<file path="src/hw/rtl/ppsb_pkg.sv">
`timescale 1ns / 1ps

package ppsb_pkg;

	// Sample width of one ADC slice.
	localparam int SAMPLE_W = 10;
	localparam int COEF_W = 4;
	localparam int THR_W = 10;
	localparam int NUM_SLICES = 5;
	localparam int IDX_W = 3;
	// Three products of SAMPLE_W + COEF_W bits need two more bits for the sum.
	localparam int FIR_W = SAMPLE_W + COEF_W + 2;
	localparam int PEAK_W = 16;
	localparam int CFG_IDX_W = 3;
	localparam int CFG_DATA_W = 10;

	localparam logic [IDX_W-1:0] NONE_SLICE = IDX_W'(5);
	localparam logic [IDX_W-1:0] NONE_BCID = IDX_W'(6);
	localparam logic [PEAK_W-1:0] PEAK_MAX = {PEAK_W{1'b1}};

	// Register indexes of the configuration port.
	localparam logic [CFG_IDX_W-1:0] REG_LOW_THRESHOLD = CFG_IDX_W'(0);
	localparam logic [CFG_IDX_W-1:0] REG_HIGH_THRESHOLD = CFG_IDX_W'(1);
	localparam logic [CFG_IDX_W-1:0] REG_SATURATION_LEVEL = CFG_IDX_W'(2);
	localparam logic [CFG_IDX_W-1:0] REG_COEF_PREV = CFG_IDX_W'(3);
	localparam logic [CFG_IDX_W-1:0] REG_COEF_MID = CFG_IDX_W'(4);
	localparam logic [CFG_IDX_W-1:0] REG_COEF_NEXT = CFG_IDX_W'(5);

	// Reset values of the registers.
	localparam logic [THR_W-1:0] RST_LOW_THRESHOLD = THR_W'(255);
	localparam logic [THR_W-1:0] RST_HIGH_THRESHOLD = THR_W'(767);
	localparam logic [THR_W-1:0] RST_SATURATION_LEVEL = THR_W'(1023);
	localparam logic [COEF_W-1:0] RST_COEF_PREV = COEF_W'(7);
	localparam logic [COEF_W-1:0] RST_COEF_MID = COEF_W'(15);
	localparam logic [COEF_W-1:0] RST_COEF_NEXT = COEF_W'(10);

	typedef logic [SAMPLE_W-1:0] sample_t;

	typedef struct packed {
		sample_t slice_0;
		sample_t slice_1;
		sample_t slice_2;
		sample_t slice_3;
		sample_t slice_4;
	} pulse_t;

	typedef struct packed {
		logic [IDX_W-1:0]  peak_slice;
		logic [PEAK_W-1:0] peak_value;
		logic [IDX_W-1:0]  first_low_slice;
		logic [IDX_W-1:0]  first_high_slice;
		logic [IDX_W-1:0]  first_saturated_slice;
		logic [IDX_W-1:0]  saturated_bcid_slice;
	} result_t;

	typedef struct packed {
		logic [THR_W-1:0]  low_threshold;
		logic [THR_W-1:0]  high_threshold;
		logic [THR_W-1:0]  saturation_level;
		logic [COEF_W-1:0] coef_prev;
		logic [COEF_W-1:0] coef_mid;
		logic [COEF_W-1:0] coef_next;
	} cfg_t;

	// What one lane found for its slice.
	typedef struct packed {
		logic [FIR_W-1:0] fir;
		logic             above_low;
		logic             above_high;
		logic             saturated;
	} lane_t;

endpackage

</file>
<file path="src/hw/rtl/ppsb_lane.sv">
`timescale 1ns / 1ps

module ppsb_lane
	import ppsb_pkg::*;
(
	input  logic    clk,
	input  logic    load,
	input  cfg_t    cfg,
	input  sample_t prev_sample,
	input  sample_t cur_sample,
	input  sample_t next_sample,
	output lane_t   lane_s1
);

	logic [FIR_W-1:0] prod_prev;
	logic [FIR_W-1:0] prod_mid;
	logic [FIR_W-1:0] prod_next;
	lane_t            lane_d;

	// Neighbors outside the window arrive as zero, so every lane is the same.
	assign prod_prev = FIR_W'(prev_sample) * FIR_W'(cfg.coef_prev);
	assign prod_mid = FIR_W'(cur_sample) * FIR_W'(cfg.coef_mid);
	assign prod_next = FIR_W'(next_sample) * FIR_W'(cfg.coef_next);

	always_comb begin
		lane_d.fir = prod_prev + prod_mid + prod_next;
		lane_d.above_low = cur_sample > cfg.low_threshold;
		lane_d.above_high = cur_sample > cfg.high_threshold;
		lane_d.saturated = cur_sample >= cfg.saturation_level;
	end

	always_ff @(posedge clk) begin
		if (load) begin
			lane_s1 <= lane_d;
		end
	end

endmodule

</file>
<file path="src/hw/rtl/ppsb_merge.sv">
`timescale 1ns / 1ps

module ppsb_merge
	import ppsb_pkg::*;
(
	input  logic    clk,
	input  logic    load,
	input  lane_t   lanes [NUM_SLICES],
	output result_t result_s2
);

	logic [IDX_W-1:0] pk;
	logic [FIR_W-1:0] pk_val;
	logic [IDX_W-1:0] lo;
	logic [IDX_W-1:0] hi;
	logic [IDX_W-1:0] sat;
	logic [IDX_W-1:0] bcid;
	result_t          res_d;

	// Earliest strict maximum above zero, and the first crossing of each level.
	always_comb begin
		pk = NONE_SLICE;
		pk_val = '0;
		lo = NONE_SLICE;
		hi = NONE_SLICE;
		sat = NONE_SLICE;
		for (int i = 0; i < NUM_SLICES; i++) begin
			if (lanes[i].fir > pk_val) begin
				pk = IDX_W'(i);
				pk_val = lanes[i].fir;
			end
			if (lanes[i].above_low && lo == NONE_SLICE) begin
				lo = IDX_W'(i);
			end
			if (lanes[i].above_high && hi == NONE_SLICE) begin
				hi = IDX_W'(i);
			end
			if (lanes[i].saturated && sat == NONE_SLICE) begin
				sat = IDX_W'(i);
			end
		end
	end

	// Saturated-pulse decision from the first saturated, high and low slices.
	always_comb begin
		bcid = NONE_BCID;
		if (sat != NONE_SLICE) begin
			if (hi == sat) begin
				bcid = sat + IDX_W'(1);
			end else if (sat != '0 && hi == sat - IDX_W'(1)) begin
				if (hi != '0 && lo == hi - IDX_W'(1)) begin
					bcid = sat;
				end else if (lo == hi) begin
					bcid = sat + IDX_W'(1);
				end
			end
		end
	end

	always_comb begin
		res_d.peak_slice = pk;
		res_d.peak_value = (pk_val > FIR_W'(PEAK_MAX)) ? PEAK_MAX : PEAK_W'(pk_val);
		res_d.first_low_slice = lo;
		res_d.first_high_slice = hi;
		res_d.first_saturated_slice = sat;
		res_d.saturated_bcid_slice = bcid;
	end

	always_ff @(posedge clk) begin
		if (load) begin
			result_s2 <= res_d;
		end
	end

endmodule

</file>
<file path="src/hw/rtl/pulse_peak_and_saturation_bcid.sv">
`timescale 1ns / 1ps

// Channel   Dir  Handshake                  Payload
// pulse     in   pulse_valid / pulse_stall  pulse_t: slices 0 to 4
// result    out  result_valid / result_stall result_t: peak and crossing slices
// cfg       in   cfg_valid / cfg_ready      cfg_index, cfg_data
//
// One pulse beat can be taken every cycle while pulse_stall is low. The five
// filter lanes register the sums and flags of a pulse, then the merge stage
// registers the combined result. The output register holds a stalled result
// while the lane stage still takes one more pulse. Reset restores every config
// register to its documented value and empties the pipeline; cfg_ready is always high.

module pulse_peak_and_saturation_bcid
	import ppsb_pkg::*;
(
	input  logic                  clk,
	input  logic                  arst_n,
	input  logic                  pulse_valid,
	output logic                  pulse_stall,
	input  pulse_t                pulse,
	output logic                  result_valid,
	input  logic                  result_stall,
	output result_t               result,
	input  logic                  cfg_valid,
	output logic                  cfg_ready,
	input  logic [CFG_IDX_W-1:0]  cfg_index,
	input  logic [CFG_DATA_W-1:0] cfg_data
);

	cfg_t    cfg_q;
	logic    valid_s1;
	logic    valid_s2;
	logic    out_free;
	logic    load_s1;
	logic    load_s2;
	sample_t samples [NUM_SLICES+2];
	lane_t   lanes [NUM_SLICES];

	// Register writes are taken in any cycle.
	assign cfg_ready = 1'b1;

	always_ff @(posedge clk or negedge arst_n) begin
		if (!arst_n) begin
			cfg_q.low_threshold <= RST_LOW_THRESHOLD;
			cfg_q.high_threshold <= RST_HIGH_THRESHOLD;
			cfg_q.saturation_level <= RST_SATURATION_LEVEL;
			cfg_q.coef_prev <= RST_COEF_PREV;
			cfg_q.coef_mid <= RST_COEF_MID;
			cfg_q.coef_next <= RST_COEF_NEXT;
		end else if (cfg_valid && cfg_ready) begin
			case (cfg_index)
				REG_LOW_THRESHOLD:    cfg_q.low_threshold <= THR_W'(cfg_data);
				REG_HIGH_THRESHOLD:   cfg_q.high_threshold <= THR_W'(cfg_data);
				REG_SATURATION_LEVEL: cfg_q.saturation_level <= THR_W'(cfg_data);
				REG_COEF_PREV:        cfg_q.coef_prev <= cfg_data[COEF_W-1:0];
				REG_COEF_MID:         cfg_q.coef_mid <= cfg_data[COEF_W-1:0];
				REG_COEF_NEXT:        cfg_q.coef_next <= cfg_data[COEF_W-1:0];
				default: begin
				end
			endcase
		end
	end

	// The output register can take a new result when it is empty or being read.
	// The lane stage moves on whenever its contents can go forward, so a pulse is
	// refused only when both stages are full and the output is stalled.
	assign out_free = !valid_s2 || !result_stall;
	assign load_s2 = valid_s1 && out_free;
	assign pulse_stall = valid_s1 && !out_free;
	assign load_s1 = pulse_valid && !pulse_stall;

	always_ff @(posedge clk or negedge arst_n) begin
		if (!arst_n) begin
			valid_s1 <= 1'b0;
			valid_s2 <= 1'b0;
		end else begin
			if (load_s1) begin
				valid_s1 <= 1'b1;
			end else if (load_s2) begin
				valid_s1 <= 1'b0;
			end
			if (load_s2) begin
				valid_s2 <= 1'b1;
			end else if (!result_stall) begin
				valid_s2 <= 1'b0;
			end
		end
	end

	// The window is padded with a zero sample on each side, so slice 0 sees no
	// preceding tap and slice 4 no following tap.
	always_comb begin
		samples[0] = '0;
		samples[1] = pulse.slice_0;
		samples[2] = pulse.slice_1;
		samples[3] = pulse.slice_2;
		samples[4] = pulse.slice_3;
		samples[5] = pulse.slice_4;
		samples[NUM_SLICES+1] = '0;
	end

	// One filter lane per slice.
	for (genvar g = 0; g < NUM_SLICES; g++) begin : g_lane
		ppsb_lane u_lane (
			.clk         (clk),
			.load        (load_s1),
			.cfg         (cfg_q),
			.prev_sample (samples[g]),
			.cur_sample  (samples[g+1]),
			.next_sample (samples[g+2]),
			.lane_s1     (lanes[g])
		);
	end

	// The merge stage picks the peak and decides the crossing slice.
	ppsb_merge u_merge (
		.clk       (clk),
		.load      (load_s2),
		.lanes     (lanes),
		.result_s2 (result)
	);

	assign result_valid = valid_s2;

endmodule

</file>
<file path="config.mk">
export PLATFORM = sky130hd
export DESIGN_NAME = pulse_peak_and_saturation_bcid
export DESIGN_NICKNAME = d
export VERILOG_FILES = /design/src/hw/rtl/ppsb_pkg.sv /design/src/hw/rtl/ppsb_lane.sv /design/src/hw/rtl/ppsb_merge.sv /design/src/hw/rtl/pulse_peak_and_saturation_bcid.sv
export SDC_FILE = /design/constraint.sdc
export NUM_CORES = 2
export LEC_CHECK = 0
export BUFFER_PORTS_ARGS = -buffer_cell sky130_fd_sc_hd__buf_2
export CAP_MARGIN = 30
export CORE_ASPECT_RATIO = 0.7
export CORE_UTILIZATION = 40
export DETAILED_ROUTE_END_ITERATION = 7
export SYNTH_ARGS = -nofsm -noshare
export SYNTH_HDL_FRONTEND = slang
export SYNTH_HIERARCHICAL = 1
export SYNTH_SLANG_ARGS = --single-unit
</file>
<file path="constraint.sdc">
create_clock -name clk -period 11.1 [get_ports clk]
set_input_delay 2.22 -clock clk [delete_from_list [all_inputs] [get_ports clk]]
set_output_delay 2.22 -clock clk [all_outputs]
set_load 0.05 [all_outputs]
</file>
==> results.json <==
{
  "synth_top_flop_cell": "edfxtp_1",
  "post-cts-setup-buffers": 0,
  "dieArea_sq_um": 78300,
  "syn_area_per_cell_sq_um": 9.49,
  "tightestPinTransition_ns": 0.949,
  "die_h_um": 234,
  "overflow": 0,
  "start_kind": "flop",
  "ys_warn_count": 6,
  "drive_above_1_share_pct": 8.22,
  "clk_latency_ns": 0.48,
  "outcome": "finished clean",
  "cts.sinks": 170,
  "relSlewSlack_pct": 36.3,
  "cp.arrival_ns": 10.19,
  "setup_tns_ns": 0,
  "drtIter0Drc": 1765,
  "endpoint_kind": "flop",
  "grt_max_degree": 66,
  "startpoint": "g_lane[0].u_lane/lane_s1[14]",
  "setup_viol": 0,
  "drtAntennaViolNets": 0,
  "synth_edf_count": 126,
  "critPathKind": "flop to flop",
  "min_period_ns": 9.88,
  "syn_to_final_growth_pct": 8.33,
  "synth_seq_cells": 170,
  "critPathRequiredTime_ns": 11.42,
  "place.gp.congestion": 0.882,
  "max_stage_delay_ns": 0.77,
  "netlist_area_sq_um": 30900,
  "diodes": 0,
  "synth.distinct_cells": 91,
  "wire_per_inst_um": 19.4,
  "max_freq_mhz": 101,
  "dr.pass1.iters": 6,
  "grt_first_pass_wirelength_mm": 136,
  "maxCapViolCount": 0,
  "finalHoldViolCount": 0,
  "cts_buffers": 17,
  "cpMaxStageDelayCell": "nor3_1",
  "rsz0062_at_grt": "false",
  "cts_hold_buf": 0,
  "vias": 22500,
  "fill_cells": 7391,
  "antenna_found_initial": 2,
  "synth_cells": 3254,
  "worst_clock_skew_ns": 0.0147,
  "crit_fanout": 61,
  "cts_max_level": 4,
  "drt-vias-per-instance": 5.06,
  "wl_mm": 86.0,
  "core_area_sq_um": 75800,
  "first_global_vias": 22900,
  "finalCritPeriodShare_pct": 89.0,
  "tritoncts": "done",
  "cts_buffer_depth": 2,
  "io_buffers": 100,
  "dpl.hpwl_mm": 65.1,
  "io-pin-count": 102,
  "hp-class": "flop to flop",
  "seq_area_sq_um": 4930,
  "hp-start": "valid_s1",
  "grtUsageTotal_pct": 22.9,
  "ctsResizeCount": 0,
  "drv_slew": 0,
  "num_rows": 84,
  "multi_input_area_sq_um": 23200,
  "final_nets": 4317,
  "chipWidth_um": 334,
  "synthArstFlopShare_pct": 25.9,
  "root_buffer": "clkbuf_16",
  "drc_errors": 0,
  "crit_top_cell": "ha_1",
  "reg2reg_from": "g_lane[0].u_lane/lane_s1[14]",
  "synth_seq_area_share_pct": 16.0,
  "clkTransAtPathRegs_ns": 0.08,
  "start_util_pct": 40.7
}
[layer usage]
layer  vias up  global-route usage, %  part of all wire [%]
met5         -                      0                 0.015
met4         2                   3.51                   1.0
li1      10600                      -                     -
met3        59                   4.56                   7.2
met2       683                   33.1                    40
met1     11100                   35.4                    51
[cells in the mapped netlist, drive strengths merged, types with 36 or more instances]
master  number  area [sq um]
a21o        72           542
dfstp       36           946
fa         465          9310
inv        733          2750
edfxtp     126          3780
a21oi       93           480
mux2        46           604
clkbuf      66           248
ha         389          4870
and2       291          1820
nand2      375          1410
o21ai       89           445
nor2        52           195
[worst max-delay path: cells and delay by family (launching register included)]
family / cells / cell delay (ns)
flip-flops: 1 / 0.39
AO/OA/AOI/OAI: 20 / 4.40
buffers and inverters: 3 / 0.73
AND/OR/NAND/NOR: 6 / 2.04
adder cells (fa/ha/maj): 4 / 1.14
multiplexers: 2 / 0.95
[flip-flops by register name (all words and copies together), names as in the netlist]
signal and flops:
valid_s1 1, g_lane.u_lane/lane_s1 95, u_merge/result_s2 31, result_valid 1, cfg_q 42
[cell families after synthesis]
kind of cell	synth area share, %
adder cells (fa/ha/maj)	45.9
XOR/XNOR	1.65
other	0.0243
AO/OA/AOI/OAI	9.67
buffers and inverters	9.99
AND/OR/NAND/NOR	14.3
flip-flops	16.0
multiplexers	2.48
[path summary, 6_finish.rpt]
kind	end	slack [ns]	cells after the start
hold / removal	result_valid	0.50	1
hold reg to reg	result_valid	0.50	1
max in group asynchronous	cfg_q[0]	8.82	2
setup / recovery	u_merge/result_s2[23]	1.22	35
min in group asynchronous	result_valid	1.82	2
setup reg to reg	u_merge/result_s2[23]	1.22	35
[final cells by class]
cell class                 count  area share [%]
timing repair buffer         122            1.99
clock buffer                  17            1.27
clock inverter                15           0.576
sequential                   170            14.8
inverter                     733            8.23
tap                         1032            3.86
multi-input combinational   2351            69.3
[metrics by stage]
step / util [%] / setup slack [ns] / area [sq um] / std cells / hold WS (ns)
2_1_floorplan: - / 2.93 / 31200 / 3333 / 0.442
4_1_cts: 44.1 / 1.32 / 33400 / 4439 / 0.498
6_report: 44.1 / 1.22 / 33400 / 4440 / 0.498
5_1_grt: 44.1 / 0.495 / 33400 / 4440 / 0.535
3_3_place_gp: 43.3 / 1.54 / 32800 / 4406 / 0.479
3_5_place_dp: 43.3 / 1.43 / 32800 / 4407 / 0.471
[placed cells by master, fill, tap and decap left out, types with 20 or more instances in the layout]
| cell type | netlist | layout |
|---|---|---|
| inv_1 | 732 | 732 |
| xnor2_1 | 29 | 29 |
| edfxtp_1 | 126 | 126 |
| nor2_1 | 52 | 52 |
| dfstp_2 | 36 | 36 |
| mux2_2 | 23 | 23 |
| ha_1 | 389 | 389 |
| mux2_4 | 23 | 23 |
| o21ai_0 | 77 | 77 |
| nand3_1 | 26 | 26 |
| nand4_1 | 24 | 24 |
| conb_1 | 2 | 81 |
| a21oi_1 | 89 | 89 |
| buf_4 | 3 | 20 |
| a21o_1 | 71 | 71 |
| buf_2 | 7 | 101 |
| xor2_1 | 29 | 29 |
| nand2_1 | 374 | 374 |
| fa_1 | 465 | 465 |
| and2_1 | 291 | 290 |
Power is not shown: default switching activity piles up to over one toggle a cycle in this logic, so the estimate is an artifact.
